`src/u8e_pkg.sv`:
```
// Shared types, constants and the code point to byte encoding function.
package u8e_pkg;

   // Number of byte cells in the chain (longest UTF-8 sequence)
   localparam int NUM_CELLS = 4;
   localparam int IDX_W     = $clog2(NUM_CELLS);

   // Range limits for 1, 2, 3 and 4 byte sequences
   localparam logic [31:0] LIM_1B = 32'h0000_007F;
   localparam logic [31:0] LIM_2B = 32'h0000_07FF;
   localparam logic [31:0] LIM_3B = 32'h0000_FFFF;
   localparam logic [31:0] LIM_4B = 32'h0010_FFFF;

   // Lead and continuation byte markers
   localparam logic [7:0] LEAD_2B = 8'hC0;
   localparam logic [7:0] LEAD_3B = 8'hE0;
   localparam logic [7:0] LEAD_4B = 8'hF0;
   localparam logic [7:0] CONT_B  = 8'h80;

   // One byte slot of the chain
   typedef struct packed {
      logic             valid;
      logic [7:0]       out_byte;
      logic [IDX_W-1:0] byte_index;
      logic             last;
      logic             invalid;
   } cell_type;

   typedef cell_type [NUM_CELLS-1:0] chain_type;

   // Per-cell control
   typedef struct packed {
      logic load;
      logic shift;
   } cell_ctrl_type;

   // Continuation byte from six payload bits
   function automatic logic [7:0] cont_byte(input logic [5:0] bits);
      return CONT_B | {2'b00, bits};
   endfunction

   // Build a valid, non-error slot
   function automatic cell_type mk_cell(input logic [7:0] b, input logic [IDX_W-1:0] idx,
                                        input logic fin);
      cell_type c;
      c.valid      = 1'b1;
      c.out_byte   = b;
      c.byte_index = idx;
      c.last       = fin;
      c.invalid    = 1'b0;
      return c;
   endfunction

   // Encode one code point into up to four slots, slot 0 first
   function automatic chain_type encode(input logic [31:0] cp);
      chain_type ch;
      ch = '0;
      if (cp <= LIM_1B) begin
         ch[0] = mk_cell(cp[7:0], IDX_W'(0), 1'b1);
      end else if (cp <= LIM_2B) begin
         ch[0] = mk_cell(LEAD_2B | {3'b000, cp[10:6]}, IDX_W'(0), 1'b0);
         ch[1] = mk_cell(cont_byte(cp[5:0]), IDX_W'(1), 1'b1);
      end else if (cp <= LIM_3B) begin
         ch[0] = mk_cell(LEAD_3B | {4'b0000, cp[15:12]}, IDX_W'(0), 1'b0);
         ch[1] = mk_cell(cont_byte(cp[11:6]), IDX_W'(1), 1'b0);
         ch[2] = mk_cell(cont_byte(cp[5:0]), IDX_W'(2), 1'b1);
      end else if (cp <= LIM_4B) begin
         ch[0] = mk_cell(LEAD_4B | {5'b00000, cp[20:18]}, IDX_W'(0), 1'b0);
         ch[1] = mk_cell(cont_byte(cp[17:12]), IDX_W'(1), 1'b0);
         ch[2] = mk_cell(cont_byte(cp[11:6]), IDX_W'(2), 1'b0);
         ch[3] = mk_cell(cont_byte(cp[5:0]), IDX_W'(3), 1'b1);
      end else begin
         // out of range: single error slot
         ch[0].valid   = 1'b1;
         ch[0].last    = 1'b1;
         ch[0].invalid = 1'b1;
      end
      return ch;
   endfunction

endpackage

```
`src/u8e_cell.sv`:
```
// One byte cell of the output chain: loads in parallel or takes its neighbor's byte.
module u8e_cell
   import u8e_pkg::*;
(
   input  logic          clock,
   input  logic          reset,
   input  cell_ctrl_type ctrl,
   input  cell_type      load_data,
   input  cell_type      nbr_data,
   output cell_type      cell_data
);

   cell_type cell_ff;
   cell_type cell_in;

   // Parallel load wins over shift
   always_comb begin
      cell_in = cell_ff;
      if (ctrl.load) begin
         cell_in = load_data;
      end else if (ctrl.shift) begin
         cell_in = nbr_data;
      end
   end

   // Reset empties the cell
   always_ff @(posedge clock) begin
      if (reset) begin
         cell_ff <= '0;
      end else begin
         cell_ff <= cell_in;
      end
   end

   assign cell_data = cell_ff;

endmodule

```
`src/utf8_code_point_encoder.sv`:
```
// Top level: UTF-8 encoder with an input holding stage and a four-cell byte chain.
//
//  channel | ports                                   | direction
//  --------+-----------------------------------------+----------
//  req     | req_valid, req_stall, req_code_point    | in
//  rsp     | rsp_valid, rsp_stall, rsp_out_byte,     | out
//          | rsp_byte_index, rsp_last, rsp_invalid   |
//
// An item gives 1 to 4 output bytes (one error byte for an out-of-range value);
// the chain sets the rate: one byte to rsp per cycle while rsp_stall is low.
// The next item waits encoded in the holding stage and loads into the chain in the
// cycle the last byte of the current one transfers, so bytes flow without gaps.
// Reset clears the valid bits of the holding stage and of every cell.
// rsp_stall freezes the chain; req_stall rises only while the holding stage is full.
module utf8_code_point_encoder
   import u8e_pkg::*;
(
   input  logic             clock,
   input  logic             reset,
   input  logic             req_valid,
   output logic             req_stall,
   input  logic [31:0]      req_code_point,
   output logic             rsp_valid,
   input  logic             rsp_stall,
   output logic [7:0]       rsp_out_byte,
   output logic [IDX_W-1:0] rsp_byte_index,
   output logic             rsp_last,
   output logic             rsp_invalid
);

   chain_type     hold_ff;
   chain_type     hold_in;
   logic          hold_valid_ff;
   logic          hold_valid_in;
   chain_type     chain;
   cell_ctrl_type ctrl;
   logic          req_xfer;
   logic          rsp_xfer;

   // Chain control: shift on each byte transfer, reload when the chain drains
   assign rsp_xfer   = chain[0].valid && !rsp_stall;
   assign ctrl.shift = rsp_xfer;
   assign ctrl.load  = hold_valid_ff && (!chain[0].valid || (rsp_xfer && chain[0].last));

   // Input side
   assign req_stall = hold_valid_ff && !ctrl.load;
   assign req_xfer  = req_valid && !req_stall;

   // Holding stage: encode on transfer
   always_comb begin
      hold_in       = hold_ff;
      hold_valid_in = hold_valid_ff;
      if (req_xfer) begin
         hold_in       = encode(req_code_point);
         hold_valid_in = 1'b1;
      end else if (ctrl.load) begin
         hold_valid_in = 1'b0;
      end
   end

   always_ff @(posedge clock) begin
      hold_ff <= hold_in;
      if (reset) begin
         hold_valid_ff <= 1'b0;
      end else begin
         hold_valid_ff <= hold_valid_in;
      end
   end

   // Chain of byte cells, cell 0 drives rsp
   for (genvar i = 0; i < NUM_CELLS; i++) begin : g_cell
      cell_type nbr;
      if (i == NUM_CELLS - 1) begin : g_end
         assign nbr = '0;
      end else begin : g_mid
         assign nbr = chain[i+1];
      end
      u8e_cell u_cell (
         .clock     (clock),
         .reset     (reset),
         .ctrl      (ctrl),
         .load_data (hold_ff[i]),
         .nbr_data  (nbr),
         .cell_data (chain[i])
      );
   end

   assign rsp_valid      = chain[0].valid;
   assign rsp_out_byte   = chain[0].out_byte;
   assign rsp_byte_index = chain[0].byte_index;
   assign rsp_last       = chain[0].last;
   assign rsp_invalid    = chain[0].invalid;

   // Valid bytes sit packed at the head of the chain
   for (genvar j = 0; j < NUM_CELLS - 1; j++) begin : g_chk
      a_packed: assert property (@(posedge clock) disable iff (reset)
         chain[j+1].valid |-> chain[j].valid)
         else $error("chain has a gap before cell %0d", j + 1);
   end

   // Error result is a lone zero byte
   a_err_form: assert property (@(posedge clock) disable iff (reset)
      (rsp_valid && rsp_invalid) |-> (rsp_last && rsp_out_byte == 8'h00
                                      && rsp_byte_index == '0))
      else $error("malformed error result");

   // After a non-final byte the next byte follows at the next index
   a_idx_step: assert property (@(posedge clock) disable iff (reset)
      (rsp_xfer && !rsp_last) |=> (rsp_valid
                                   && rsp_byte_index == $past(rsp_byte_index) + 1'b1))
      else $error("byte sequence broken");

   // A new item never overwrites a pending one
   a_no_overrun: assert property (@(posedge clock) disable iff (reset)
      req_xfer |-> (!hold_valid_ff || ctrl.load))
      else $error("holding stage overrun");

endmodule
```
`config.mk`:
```
export PLATFORM = sky130hd
export DESIGN_NAME = utf8_code_point_encoder
export DESIGN_NICKNAME = d
export VERILOG_FILES = /design/src/u8e_pkg.sv /design/src/u8e_cell.sv /design/src/utf8_code_point_encoder.sv
export SDC_FILE = /design/constraint.sdc
export NUM_CORES = 1
export LEC_CHECK = 0
export CAP_MARGIN = 20
export CORE_MARGIN = 2
export CORE_UTILIZATION = 45
export DETAILED_ROUTE_END_ITERATION = 12
export DONT_BUFFER_PORTS = 1
export HOLD_SLACK_MARGIN = 0.1
export PLACE_DENSITY = 0.59
export SYNTH_ARGS = -nofsm -noshare
export SYNTH_HDL_FRONTEND = slang
export SYNTH_HIERARCHICAL = 1
export SYNTH_SLANG_ARGS = --single-unit
```
`constraint.sdc`:
```
create_clock -name clock -period 2.95 [get_ports clock]
set_clock_uncertainty 0.1 [all_clocks]
set_input_delay 0.1475 -clock clock [delete_from_list [all_inputs] [get_ports clock]]
set_output_delay 0.1475 -clock clock [all_outputs]
set_load 0.1 [all_outputs]
```
==> run metrics <==
Hold Path Class=input port to register; hold depth=3; sw frac=a little over a quarter; RSZ-0062 raised after global routing=no; most used cell, CP=dlygate4sd3_1; Mapped Cells=roughly 360; IO buf count=0; Post-CTS Setup Inserts=0; WL final=~8900 microns; Max-Cap Viols=0; global-route wire length before repair=~15000 microns; Worst path max stage delay=about 0.56 ns; number of diodes=0; dpl cells=a little under 500; r2r setup slk=roughly 0.46 ns; multi-input logic area=between 1500 and 2000 sq um; Clock Latency Late Sink=between 0.3 and 0.4 ns; Tcrit/Tclk final=between 90% and 100%; overall routing resource usage=a little under a fifth; Setup crit start kind=input port; Flop pwr share=between 50 and 60%; Clk network pwr share=34.0%; TritonCTS Buffers=9; H-tree Lvls=3; NetSw=0.732 mW; antenna viol nets, final=0; number of remaining DRC errors=0; Tot Pwr=approximately 2.7 mW; WS Path Type=input port to register; DRT iter0 DRCs=89; CTS Sinks=86; slew margin rel.=approximately 47%; VDD IR max=274 uV; Non-Filler Instances=approximately 530; worst endpoint required time=roughly 3.1 ns; largest net degree at the start of global routing=54; final setup violation count=0; CTS tree=yes; fin crit period=approximately 2.7 ns; mean post-synth cell area=~11 sq um; layout cells sized above 1=11.6%; Die Height=~100 microns; Syn-to-layout area delta=17.1%; reg2reg end=g_cell[0].u_cell/cell_data[6]; Pleak=approximately 1.7 nW; Via density=5.39; antenna violations before repair=0; I/O pins=50; sequential share of the synthesized area=roughly half; placed wire-length estimate=~5700 microns; min-delay src=req_code_point[10]; Critical Path Sink Type=register; cell count of the worst reg-to-reg path=6; row count=34; gr ovfl total=0; Yosys reg bits=86; initial core utilization=46.7%; outcome=finished, final reports clean; Cell Int Power=between 1.5 and 2 mW; Post-Syn Area=between 4000 and 5000 sq um; Core ar.=~8800 sq um; nets=roughly 450; Unique masters post-synth=38; CTS clock-pin slew for the worst setup and hold paths=roughly 0.09 ns; CP Max Fanout=8; slowest CP cell=dlygate4sd3_1; CP Cell Sequence=dlygate4sd3_1, or4_4, nor4_4, nor3b_4, a221o_1, dlygate4sd3_1; via count of the first global-routing pass=2973; RR Startpoint=g_cell[0].u_cell/cell_data[1]; Pins Over Slew Limit=0; 1st-pass router iterations=4; WL per Instance=approximately 17 microns; Slew @ Worst Pin=roughly 0.78 ns; clock buffer depth=2; CP arrival=2.81 ns; vias post-DR=approximately 2900; PwrDens=roughly 550 nW/um^2; combinational share of power=approximately 15%; final RePlAce weighted congestion=~0.8; die width=between 90 and 100 microns; Storage cell area=2050 sq um; clock root buffer=clkbuf_8; yosys warns=6; filler cell count in the final layout=783; Max Freq=371 MHz; Hold EP=hold_ff[21]; final hold violation count=0; die area=slightly below 10000 sq um; setup tns final=0 ns
[per-stage QoR]
stage	area (sq um)	utilization (%)	hold slack, ns	setup slack (ns)
2_1_floorplan	4200	-	0.117	0.0550
3_3_place_gp	4280	48.6	0.124	0.942
3_5_place_dp	4280	48.6	0.127	0.905
4_1_cts	4810	54.7	0.103	0.277
5_1_grt	4810	54.7	0.127	0.130
6_report	4810	54.7	0.123	0.252
[power by group through the flow]
stage	Clock, mW	Sequential [mW]	Combinational (mW)
2_1_floorplan	0	1.48	0.209
3_3_place_gp	0	1.38	0.352
3_5_place_dp	0	1.38	0.354
4_1_cts	0.937	1.36	0.406
5_1_grt	0.991	1.36	0.435
6_report	0.907	1.36	0.407
[placed cells by master, fill, tap and decap left out, drive strengths merged, types with 4 or more instances in the layout]
| cell type | instances |
|---|---|
| a211oi | 53 |
| a21o | 4 |
| a21oi | 8 |
| a221o | 5 |
| a22o | 7 |
| and2 | 7 |
| buf | 21 |
| clkbuf | 9 |
| conb | 24 |
| dfxtp | 53 |
| dlygate4sd3 | 29 |
| edfxtp | 33 |
| inv | 10 |
| mux2i | 52 |
| nand2 | 5 |
| nor2 | 4 |
| nor2b | 53 |
| nor3 | 9 |
| nor4 | 5 |
| o21ai | 5 |
[sequential cells by signal, summed over array words and instances, names as in the netlist]
signal                   cells
hold_ff                     33
hold_valid_ff                1
g_cell.u_cell/cell_data     52
[timing repair]
item / 4_1_cts / 5_1_grt
hold buffers: 30 / 0
endpoints found under the hold margin: 84 / 0
resized for setup: 0 / 0
[how the worst max path moves through the flow]
stage	slack [ns]	cells after the start	to	start
after global routing	0.13	6	hold_ff[4]	req_code_point[19]
after floorplan	0.06	4	hold_ff[0]	g_cell[0].u_cell/cell_data[1]
after detailed placement	0.91	4	hold_ff[18]	req_code_point[14]
after global placement	0.94	4	hold_ff[4]	req_code_point[14]
after CTS	0.28	6	hold_ff[4]	req_code_point[19]
final	0.25	6	hold_ff[4]	req_code_point[19]
[worst max-delay path: cells and delay by family]
kind            cells  cell delay [ns]
simple gates        3             1.38
compound gates      1             0.20
buf+inv             2             1.09
[synthesized netlist by cell type]
master / number / area share, %
nor4_1: 4 / 0.61
nor2b_1: 53 / 8.1
nand2b_1: 1 / 0.15
a21oi_1: 8 / 0.97
and2_1: 7 / 1.1
a21o_1: 4 / 0.73
or4_4: 1 / 0.27
nor3b_4: 1 / 0.46
or4_1: 1 / 0.18
a221o_1: 3 / 0.73
buf_12: 4 / 1.9
nand2_1: 5 / 0.46
nor4b_1: 1 / 0.21
o21ai_0: 5 / 0.61
buf_2: 4 / 0.49
nor3_1: 9 / 1.1
a22o_1: 7 / 1.5
buf_6: 5 / 1.4
edfxtp_1: 33 / 24
mux2i_1: 52 / 13
nand3_1: 1 / 0.12
o211ai_1: 2 / 0.37
o21a_1: 2 / 0.37
buf_16: 1 / 0.67
inv_1: 9 / 0.82
a31o_2: 2 / 0.43
nor3b_1: 1 / 0.18
nor4_4: 1 / 0.52
nor2_1: 4 / 0.37
or2_2: 2 / 0.30
and3b_1: 1 / 0.21
dfxtp_1: 53 / 26
conb_1: 2 / 0.18
nand3b_1: 2 / 0.37
a211oi_1: 53 / 9.7
o221a_2: 1 / 0.27
a221o_2: 2 / 0.55
clkbuf_1: 12 / 1.1
[metal layers]
layer  vias up  share of wire, %  wire length (microns)  global-route usage, %
met5         -                 0                      0                      0
met4         0               2.3                    206                   8.32
met3        18               2.9                    258                   3.51
met2        66                49                   4370                   31.0
met1      1344                46                   4100                   24.4
li1       1424                 -                      -                      -
[logic make-up (layout without fill, tap and decap cells)]
family | count (synthesis) | in the layout | share of synthesized area, %
AND/OR/NAND/NOR | 95 | 95 | 14.6
AO/OA/AOI/OAI | 89 | 89 | 16.2
flip-flops | 86 | 86 | 49.9
multiplexers | 52 | 52 | 12.7
buffers and inverters | 35 | 75 | 6.39
other | 2 | 24 | 0.183
[layout make-up]
class                   instances  area share (%)
well taps                     108            2.81
inverters                       9           0.702
multi-input cells             260            39.5
repair buffers                 50            9.83
flip-flops and latches         86            42.6
clock inverters                 7            2.00
clock buffers                   9            2.57
(Power assumes the default switching activity.)
